<file path="config.mk">
export PLATFORM = sky130hd
export DESIGN_NAME = spsq_cell
export DESIGN_NICKNAME = d
export VERILOG_FILES = /design/src/hdl/spsq_pkg.sv /design/src/hdl/spsq_cell.sv
export SDC_FILE = /design/constraint.sdc
export NUM_CORES = 1
export LEC_CHECK = 0
export ABC_CLOCK_PERIOD_IN_PS = 7750
export BUFFER_PORTS_ARGS = -buffer_cell sky130_fd_sc_hd__buf_2
export CAP_MARGIN = 20
export CORE_AREA = 2 2 290 292
export DETAILED_ROUTE_END_ITERATION = 12
export DIE_AREA = 0 0 292 294
export PLACE_DENSITY = 0.44
export SKIP_CTS_REPAIR_TIMING = 1
export SYNTH_ARGS = -nofsm -noshare
export SYNTH_HDL_FRONTEND = slang
export SYNTH_SLANG_ARGS = --single-unit
</file>
<file path="constraint.sdc">
create_clock -name clock -period 7.75 [get_ports clock]
set_clock_uncertainty 0.2 [all_clocks]
set_input_delay 0.3875 -clock clock [delete_from_list [all_inputs] [get_ports clock]]
set_output_delay 0.3875 -clock clock [all_outputs]
set_load 0.05 [all_outputs]
</file>
<file path="src/hdl/spsq_pkg.sv">
`timescale 1ns / 1ps
// shared types, constants and codes of the stable sorted priority queue
package spsq_pkg;

   localparam int CAPACITY = 16;
   localparam int CNT_W    = $clog2(CAPACITY + 1);
   localparam int OCC_W    = 5;

   localparam logic [1:0] ACT_ENQUEUE = 2'd0;
   localparam logic [1:0] ACT_DEQUEUE = 2'd1;
   localparam logic [1:0] ACT_PEEK    = 2'd2;

   localparam logic [1:0] STATUS_OK    = 2'd0;
   localparam logic [1:0] STATUS_EMPTY = 2'd1;
   localparam logic [1:0] STATUS_FULL  = 2'd2;

   typedef struct packed {
      logic [63:0] name_head;
      logic [63:0] name_middle;
      logic [31:0] name_tail;
      logic [7:0]  age;
      logic [15:0] prio;
   } entry_type;

   typedef struct packed {
      logic load;
      logic shift;
   } ctrl_type;

endpackage

</file>
<file path="src/hdl/spsq_cell.sv">
`timescale 1ns / 1ps
// one slot of the sorted chain: keep, take the new word, or take a neighbor
module spsq_cell (
   input  logic                clock,
   input  spsq_pkg::ctrl_type  ctrl,
   input  spsq_pkg::entry_type new_entry,
   input  spsq_pkg::entry_type left_entry,
   input  spsq_pkg::entry_type right_entry,
   input  logic                occupied,
   input  logic                left_stays,
   output spsq_pkg::entry_type entry,
   output logic                stays
);

   spsq_pkg::entry_type entry_ff;
   spsq_pkg::entry_type entry_in;

   assign stays = occupied && (entry_ff.prio <= new_entry.prio);
   assign entry = entry_ff;

   always_comb begin
      entry_in = entry_ff;
      priority if (ctrl.shift) begin
         entry_in = right_entry;
      end else if (ctrl.load && !stays) begin
         entry_in = left_stays ? new_entry : left_entry;
      end
   end

   always_ff @(posedge clock) begin
      entry_ff <= entry_in;
   end

endmodule

</file>
==> impl_results.md, run 1 <==
- Final Non-Filler Cells: 2732
- Max Cap Violations: 0
- Min-Delay Endpoint: entry[87]
- Total number of vias: 9579
- Mux contribution to synthesized area: 0.190
- CP max-delay cell: buf_4
- Clock slew at reported path FFs: 70 ps
- Layout cells sized above 1: 0.474
- Register-to-Register Setup Slack: 4390 ps
- Syn Std Cell Area: 9720 um^2
- IO Pins: 742
- Worst hold path type: in2reg
- Pint: 2.01 mW
- Dominant cell type by area after synthesis: edfxtp_1
- Critical Path Max Stage Delay: 690 ps
- FF/Latch Area: 5530 um^2
- Initial Util: 0.117
- Synth top area cells: edfxtp_1 57%, mux2i_1 19%, o21ai_0 9.5%
- Buffer and inverter count on the worst path: 1
- Critical path capture point type: register
- Placed insts: 2623
- Clk pwr share: 0.286
- Grt ovf: 0
- Max frequency: 297 MHz
- Worst path depth: 7
- Post-detail-place hpwl: 34700 um
- Antenna Nets Post-Route: 0
- DRT iter0 DRCs: 418
- Worst reg2reg startpoint: entry[14]
- Post-Synth Adder-Cell Area: 0.0206
- CP arrival: 3260 ps
- Slew headroom: 0.404
- RD Place Congestion: 0.945
- Fillers: 9219
- Yosys cell types: 25
- CP Max Fanout: 63
- Worst r2r dst: entry[113]
- Fin. Hold Viols: 0
- TritonCTS clock tree: done
- Most common cell in the netlist: nand2_1
- Number of synthesized flops with an enable pin: 184
- Clock latency on the worst-skew pair: 470 ps
- DRC: 0
- Switch share: 0.366
- Crit path time final: 3360 ps
- Critical-path cell list: ha_1 > nand4_1 > nor3_1 > a21boi_1 > o31a_1 > a211o_4 > buf_4
- Final Net Count: 2208
- Post-synth top area share: 0.569
- Vias in the first global route: 9422
- Num CTS Buffers: 17
- Register area share after synthesis: 0.569
- Combinational family with the most area after synthesis: multiplexers
- Routed len/inst: 15.7 um
- CTS sink count: 184
- Async set-or-reset flop fraction in the synthesized netlist: 0
- Core Box Area: 82900 um^2
- Flop pwr share: 0.403
- Synth top cells by count: 187 x nand2_1, 184 x edfxtp_1, 184 x mux2i_1, 184 x o21ai_0, 35 x clkbuf_1
- Die Span X: 292 um
- Top delay family on crit path: compound AO/OA/AOI/OAI gates
- P&R area growth vs syn: 63.7%
- Final Util: 0.192
- Worst EP required: 7650 ps
- Logic pwr share: 0.311
- 1st-pass router iterations: 5
- GR Util All Layers: 0.0933
- Max Buffers Root-to-Sink: 2
- Compound-Gate Fraction of Synth Area: 0.105
- Synth Flop Type: edfxtp_1
- Hold slack: 0.236 ps
- Hold path start: right_entry[87]
- Syn Nets: 1429
- Max VDD drop: 0.159 mV
- Worst slew pin tran: 894 ps
- Final Max Tran Viols: 0
- DRT Wirelength: 42800 um
- Post-synthesis register bit count: 184
- Gate Count Post-Synth: 856
- Synth Area per Inst: 11.3 um^2
- Simple-gate share of the synthesized area: 0.0780
- Largest register FFs: 184
- Unrepaired setup endpoints after global routing: no
- Critical path class: reg2reg
- Switch Pwr: 1.16 mW
- Antenna violations before repair: 7
- Routed vias/inst: 3.51
- Worst setup SP type: register
- H-tree levels: 4
- Area occupied by multi-input gates: 3830 um^2
- Share of the clock period used by the worst path: 0.434
- Leak: 7.46 nW
- Overall Power: 3.17 mW
- First-pass GRT wire length: 58400 um
- Final TNS setup: 0 ps
- Port Buffers: 741
- WHS Path Cells: 3
- Die area: 85800 um^2
- Largest net degree at the start of global routing: 108
- Ys Warns: 0
- Reg2reg path depth: 7
- Root Driver: clkbuf_16
- Endpoints failing setup: 0
- Xor-xnor portion of the synthesized cell area: 0
- PD cells: 199 nW/um^2
- Status: completed
- Die H: 294 um
- FP Rows: 106
==> per-stage QoR <==
| step | worst slack (ps) | area, um^2 |
|---|---|---|
| after floorplan | 1590 | 9720 |
| after global placement | 4320 | 14600 |
| after detailed placement | 4230 | 14600 |
| after CTS | 4360 | 15200 |
| after global routing | 4190 | 15900 |
| final | 4390 | 15900 |
==> worst min-delay path, delay by kind of cell <==
kind	cells	cell delay [ps]
AO/OA/AOI/OAI	1	60
buffers and inverters	1	70
AND/OR/NAND/NOR	1	40
==> power groups by stage <==
stage	clock network (mW)	registers (mW)	logic (mW)
floorplan	0	1.71	0.200
global placement	0	1.30	0.964
detailed placement	0	1.30	0.968
CTS	0.970	1.28	0.969
global route	0.996	1.29	1.05
finish	0.907	1.28	0.985
==> final cells by class <==
| class | count | share of cell area |
|---|---|---|
| multi-input cells | 594 | 0.241 |
| clock buffers | 20 | 0.0275 |
| clock inverters | 12 | 0.00897 |
| flip-flops and latches | 184 | 0.347 |
| diodes | 4 | 0.000629 |
| well taps | 1080 | 0.0850 |
| repair buffers | 822 | 0.286 |
| inverters | 16 | 0.00378 |
==> logic make-up (layout without fill, tap and decap cells) <==
| group | after synthesis | count (layout) |
|---|---|---|
| buffers and inverters | 78 | 870 |
| AO/OA/AOI/OAI | 198 | 198 |
| other | 0 | 4 |
| multiplexers | 184 | 184 |
| flip-flops | 184 | 184 |
| AND/OR/NAND/NOR | 196 | 196 |
| adder cells (fa/ha/maj) | 16 | 16 |
==> how the worst max path moves through the flow <==
stage | start | slack, ps | to
2_1_floorplan | entry[15] | 1590 | entry[0]
3_5_place_dp | new_entry[15] | 4230 | entry[79]
4_1_cts | entry[14] | 4360 | entry[87]
5_1_grt | entry[13] | 4190 | entry[113]
3_3_place_gp | new_entry[15] | 4320 | entry[79]
6_report | entry[14] | 4390 | entry[113]
==> routing by layer <==
metal  part of all wire  GRT usage  up-vias
met5            0.00079          0        -
met3              0.077     0.0305       52
met2               0.51      0.163      433
met1               0.39      0.104     4408
li1                   -          -     4682
met4              0.025     0.0386        4
==> cells in the final DEF, fill, tap and decap left out, types with 4 or more instances in the layout <==
cell type	n
edfxtp_1	184
a21oi_1	5
o21ai_0	184
buf_4	6
diode_2	4
clkbuf_16	17
nand2_1	187
buf_2	739
dlygate4sd3_1	73
mux2i_1	184
inv_1	16
ha_1	16
No activity file was read; power rests on OpenSTA's default activity.
==> run 2: changes to the inputs <==
ABC_AREA = 1   (was unset)
ABC_CLOCK_PERIOD_IN_PS = 2800   (was 7750)
CORE_AREA = 2 2 287 289   (was 2 2 290 292)
DIE_AREA = 0 0 289 291   (was 0 0 292 294)
PLACE_DENSITY = 0.45   (was 0.44)
clock period = 2.8 ns   (was 7.75 ns; I/O delays follow)
==> impl_results.md, run 2 <==
- Largest net degree at the start of global routing: 87 (-19%)
- Yosys cell types: 16 (-36%)
- Core Box Area: 81200 um^2 (-2.1%)
- Max VDD drop: 0.360 mV (+130%)
- Syn Std Cell Area: 9700 um^2 (-0.21%)
- Slew headroom: 0.530 (+0.126)
- Die H: 291 um (-1.0%)
- Fillers: 8915 (-3.3%)
- Routed vias/inst: 3.80 (+8.4%)
- Synth Area per Inst: 8.99 um^2 (-21%)
- Crit path time final: 2540 ps
- Antenna Nets Post-Route: 0 (unchanged)
- Routed len/inst: 15.4 um (-1.9%)
- Worst EP required: 2460 ps (-5190 ps)
- DRC: 0 (unchanged)
- Async set-or-reset flop fraction in the synthesized netlist: 0 (unchanged)
- CP arrival: 2200 ps (-1060 ps)
- H-tree levels: 4 (unchanged)
- Clock latency on the worst-skew pair: 490 ps (+20 ps)
- IO Pins: 742 (unchanged)
- CP Max Fanout: 2 (-97%)
- WHS Path Cells: 4 (+1)
- Die area: 84100 um^2 (-2.0%)
- Buffer and inverter count on the worst path: 2 (+1)
- Unrepaired setup endpoints after global routing: no
- Min-Delay Endpoint: entry[38]
- Total number of vias: 12400 (+29%)
- DRT Wirelength: 50100 um (+17%)
- Syn Nets: 1652 (+16%)
- Synth top area cells: edfxtp_1 57%, a21oi_1 19%, nand2_1 7.9%
- Gate Count Post-Synth: 1079 (+26%)
- Antenna violations before repair: 4 (-3)
- Worst slew pin tran: 706 ps (-188 ps)
- Critical path class: reg2out
- Status: completed
- Synth top cells by count: 374 x a21oi_1, 205 x nand2_1, 189 x nor2_1
- Post-synth top area share: 0.570 (+0.00117)
- Final Net Count: 2750 (+25%)
- Placed cell area: 14800 um^2 (+1.5%)
- DRT iter0 DRCs: 458 (+9.6%)
- Die Span X: 289 um (-1.0%)
- Post-detail-place hpwl: 38500 um (+11%)
- Commonest non-fill, non-tap cells in the layout: 739 x buf_2, 374 x a21oi_1, 370 x dlygate4sd3_1
- Num CTS Buffers: 17 (unchanged)
- Vias in the first global route: 11000 (+17%)
- First-pass GRT wire length: 67000 um (+15%)
- Clock slew at reported path FFs: 80 ps (about the same)
- Top delay family on crit path: compound AO/OA/AOI/OAI gates
- Largest register FFs: 184 (unchanged)
- Worst reg2reg startpoint: entry[15]
- CP max-delay cell: edfxtp_1
- Number of synthesized flops with an enable pin: 184 (unchanged)
- Area occupied by multi-input gates: 3610 um^2 (-5.8%)
- GR Util All Layers: 0.108 (+0.0149)
- Endpoints failing setup: 0 (unchanged)
- Most common cell in the netlist: a21oi_1
- Leak: 8.47 nW (+14%)
- Critical Path Max Stage Delay: 420 ps (-270 ps)
- Worst r2r dst: entry[107]
- Commonest non-fill, non-tap cell in the layout: buf_2
- Final Max Tran Viols: 0 (unchanged)
- Setup WS pre-CTS: 296 ps (-3940 ps)
- Worst setup SP type: register
- Min setup slack post-route: 263 ps (-4120 ps)
- Worst hold path type: in2reg
- Overall Power: 9.12 mW (+190%)
- Finished Cell Area: 19100 um^2 (+20%)
- Root Driver: clkbuf_16
- Initial Util: 0.119 (+0.00221)
- Layout cells sized above 1: 0.378 (-0.0958)
- Post-synthesis register bit count: 184 (unchanged)
- Critical path capture point type: primary output
- Max frequency: 394 MHz
- Max Cap Violations: 0 (unchanged)
- TritonCTS clock tree: done
- FF/Latch Area: 5530 um^2 (unchanged)
- CTS sink count: 184 (unchanged)
- Hold slack: 73.3 ps (+73.1 ps)
- Fin. Hold Viols: 0 (unchanged)
- FP Rows: 105 (-0.94%)
- Register-to-Register Setup Slack: 280 ps (-4110 ps)
- RD Place Congestion: 0.825 (-13%)
- Grt ovf: 0 (unchanged)
- Synth Flop Type: edfxtp_1
- Critical-path cell list: ha_1 > a21oi_1 > o21ai_0 > a21oi_1 > nand2_1 > nand2_1 > nand2_1 > inv_1 > buf_2
- Port Buffers: 741 (unchanged)
- Hold path start: ctrl[1]
- Reg2reg path depth: 11 (+4)
- PD cells: 477 nW/um^2 (+140%)
- Share of the clock period used by the worst path: 0.906
- Most used cell, CP: nand2_1
- Ys Warns: 0 (unchanged)
- Dominant cell type by area after synthesis: edfxtp_1
- P&R area growth vs syn: 97.2%
- 1st-pass router iterations: 5 (unchanged)
- Max Buffers Root-to-Sink: 2 (unchanged)
- Register area share after synthesis: 0.570 (+0.00117)
-- run 2: cell types whose count changed after synthesis, moves of 5 or more --
cell | previous run | this run
a21oi_1 | 5 | 374
nor2_1 | 0 | 189
mux2i_1 | 184 | 0
o21ai_0 | 184 | 1
buf_2 | 8 | 45
clkbuf_1 | 35 | 4
nand2_1 | 187 | 205
buf_4 | 17 | 30
inv_1 | 16 | 21
-- run 2: worst max-delay path by stage --
stage                   start   endpoint  slack (ps)  cells after the start
CTS                 entry[15]      stays         210                      9
floorplan           entry[15]   entry[0]         -90                      9
detailed placement  entry[11]  entry[86]         300                     11
finish              entry[15]      stays         260                      9
global placement    entry[11]  entry[84]         320                     11
global route        entry[11]      stays          80                      9
-- run 2: layout make-up --
cell class / count / share of cell area
flip-flops and latches: 184 / 0.289
inverters: 23 / 0.00504
diodes: 3 / 0.000393
well taps: 1070 / 0.0700
clock inverters: 15 / 0.00949
multi-input cells: 790 / 0.189
repair buffers: 1161 / 0.415
clock buffers: 17 / 0.0222
-- run 2: logic make-up after synthesis --
family / count (synthesis) / synth area share
simple gates: 398 / 0.155
compound gates: 376 / 0.194
flops: 184 / 0.570
buf+inv: 105 / 0.0604
fa+ha+maj: 16 / 0.0206
-- run 2: metal layers --
metal	vias up	GRT usage	wire [um]
met4	0	0.0367	1260
met5	-	0	0
met1	5811	0.111	18600
met2	585	0.193	25100
li1	5937	-	-
met3	71	0.0487	5120
-- run 2: worst reg2reg max path: cells and delay by family (launching register included) --
family / cells / cell delay, ps
fa+ha+maj: 1 / 330
buf+inv: 2 / 430
flops: 1 / 420
simple gates: 8 / 810
-- run 2: stage by stage --
| step | std cells | util | TNS [ps] |
|---|---|---|---|
| floorplan | 1079 | - | -16670 |
| global placement | 2858 | 0.182 | 0 |
| detailed placement | 2858 | 0.182 | 0 |
| CTS | 2890 | 0.190 | 0 |
| global route | 3262 | 0.236 | 0 |
| finish | 3263 | 0.236 | 0 |
-- run 2: report_power, final --
group          internal (mW)  switching (mW)
registers               3.38          0.0846
clock network           1.21            1.31
logic                   1.19            1.94
total                   5.78            3.34
==> run 3: changes to the inputs <==
CELL_PAD_IN_SITES_DETAIL_PLACEMENT = 0   (was unset)
CELL_PAD_IN_SITES_GLOBAL_PLACEMENT = 1   (was unset)
CORE_AREA = 2 2 293 295   (was 2 2 287 289)
DIE_AREA = 0 0 295 297   (was 0 0 289 291)
PLACE_DENSITY = 0.54   (was 0.45)
==> impl_results.md, run 3 (synthesis gave the netlist of run 2 again) <==
- DRC: 0 (unchanged)
- Num CTS Buffers: 17 (unchanged)
- DRT Wirelength: 55300 um (+10%)
- FP Rows: 107 (+1.9%)
- Core Box Area: 84500 um^2 (+4.0%)
- Critical path capture point type: primary output
- Routed len/inst: 16.6 um (+7.8%)
- TritonCTS clock tree: done
- Total number of vias: 12200 (-1.3%)
- Root Driver: clkbuf_16
- GR peak layer: met2
- Placed insts: 2932 (+2.6%)
- Clock slew at reported path FFs: 80 ps (about the same)
- Slew headroom: 0.538 (+0.00874)
- Fin. Hold Viols: 0 (unchanged)
- Die Span X: 295 um (+2.1%)
- Grt ovf: 0 (unchanged)
- CTS sink count: 184 (unchanged)
- DRT iter0 DRCs: 476 (+3.9%)
- Fillers: 9399 (+5.4%)
- Commonest non-fill, non-tap cell in the layout: buf_2
- Initial Util: 0.115 (-0.00465)
- Antenna Nets Post-Route: 0 (unchanged)
- Critical-path cell list: ha_1 > a21oi_1 > o21ai_0 > a21oi_1 > nand2_1 > nand2_1 > nand2_1 > inv_1 > buf_2
- Max Buffers Root-to-Sink: 2 (unchanged)
- Die H: 297 um (+2.1%)
- Final TNS setup: 0 ps (unchanged)
- Largest register FFs: 184 (unchanged)
- CP Max Fanout: 2 (unchanged)
- Final Net Count: 2749 (-0.036%)
- RD Place Congestion: 0.800 (-3.0%)
- Layout cells sized above 1: 0.378 (about the same)
- CP max-delay cell: edfxtp_1
- Post-detail-place hpwl: 43000 um (+12%)
- Crit path time final: 2620 ps (+81.7 ps)
- Met2 usage in global routing: 0.204 (+0.0113)
- Status: completed
- Critical Path Max Stage Delay: 390 ps (-30 ps)
- PD cells: 476 nW/um^2 (-0.25%)
- Hold slack: 67.3 ps (-5.98 ps)
- Final Non-Filler Cells: 3338 (+2.3%)
- Max VDD drop: 0.440 mV (+22%)
- Setup WS pre-CTS: 244 ps (-51.9 ps)
- Port Buffers: 741 (unchanged)
- H-tree levels: 4 (unchanged)
- Largest net degree at the start of global routing: 98 (+13%)
- Worst hold path type: in2reg
- Unrepaired setup endpoints after global routing: no
- Routed vias/inst: 3.67 (-3.5%)
- Worst slew pin tran: 692 ps (-13.1 ps)
- Worst EP required: 2460 ps (about the same)
- Placed cell area: 14900 um^2 (+0.96%)
- GR met3 Demand/Resource: 0.0523 (+0.00356)
- Min setup slack post-route: 181 ps (-81.7 ps)
- Met1 Usage GRT: 0.125 (+0.0137)
- Worst setup SP type: register
- Most used cell, CP: nand2_1
- Commonest non-fill, non-tap cells in the layout: 739 x buf_2, 374 x a21oi_1, 369 x dlygate4sd3_1
- First-pass GRT wire length: 73600 um (+9.8%)
- CP arrival: 2280 ps (+80 ps)
- 1st-pass router iterations: 5 (unchanged)
- Critical path class: reg2out
- Share of the clock period used by the worst path: 0.935 (+0.0292)
- IO Pins: 742 (unchanged)
- Max Cap Violations: 0 (unchanged)
- Leak: 8.47 nW (about the same)
- P&R area growth vs syn: 98.4%
- Endpoints failing setup: 0 (unchanged)
- Finished Cell Area: 19200 um^2 (+0.60%)
- GR Util All Layers: 0.116 (+0.00795)
- Max frequency: 382 MHz (-3.1%)
- Final Max Tran Viols: 0 (unchanged)
- Antenna violations before repair: 13 (+9)
- Die area: 87600 um^2 (+4.2%)
- Clock latency on the worst-skew pair: 490 ps (about the same)
- Vias in the first global route: 11200 (+1.9%)
[run 3: cell types whose count changed in the layout (fill, tap and decap cells not counted), sizes merged]
cell,before,now
clkinvlp,0,2
bufinv,0,1
inv,29,30
diode,3,5
dlygate4sd3,370,369
clkinv,9,5
[run 3: cell type report]
type                       count  area, um^2  area share
tap                         1144        1430      0.0744
antenna                        5        12.5    0.000650
multi-input combinational    790        3610       0.188
sequential                   184        5530       0.287
clock buffer                  17         425      0.0221
timing repair buffer        1160        7980       0.415
inverter                      23        96.3     0.00501
clock inverter                15         158     0.00820
[run 3: worst paths after layout]
check	from	endpoint	slack [ps]	cells after the start
worst min-delay path	occupied	entry[5]	70	4
worst max register to register	entry[15]	entry[90]	180	11
worst min register to register	entry[4]	entry[5]	1110	8
worst max-delay path	entry[15]	stays	180	9
[run 3: metrics by stage]
stage,utilization,power [mW]
final,0.228,9.15
after global routing,0.228,9.65
after CTS,0.184,8.82
after detailed placement,0.177,6.17
after global placement,0.177,6.18
after floorplan,-,5.10
[run 3: worst max-delay path: cells and delay by family (launching register included)]
family / cells / cell delay (ps)
AND/OR/NAND/NOR: 3 / 240
flip-flops: 1 / 390
AO/OA/AOI/OAI: 3 / 510
adder cells (fa/ha/maj): 1 / 340
buffers and inverters: 2 / 320
[run 3: routing by layer]
layer	vias to the layer above	wire, um
met5	-	61
met4	8	908
met3	56	5130
met2	520	27700
met1	5720	21400
li1	5944	-
[run 3: where the power goes]
part	switching, mW	internal (mW)	total, mW	leakage (nW)
clock	1.28	1.26	2.54	0.281
combinational	1.95	1.20	3.15	6.36
sequential	0.0806	3.38	3.46	1.83
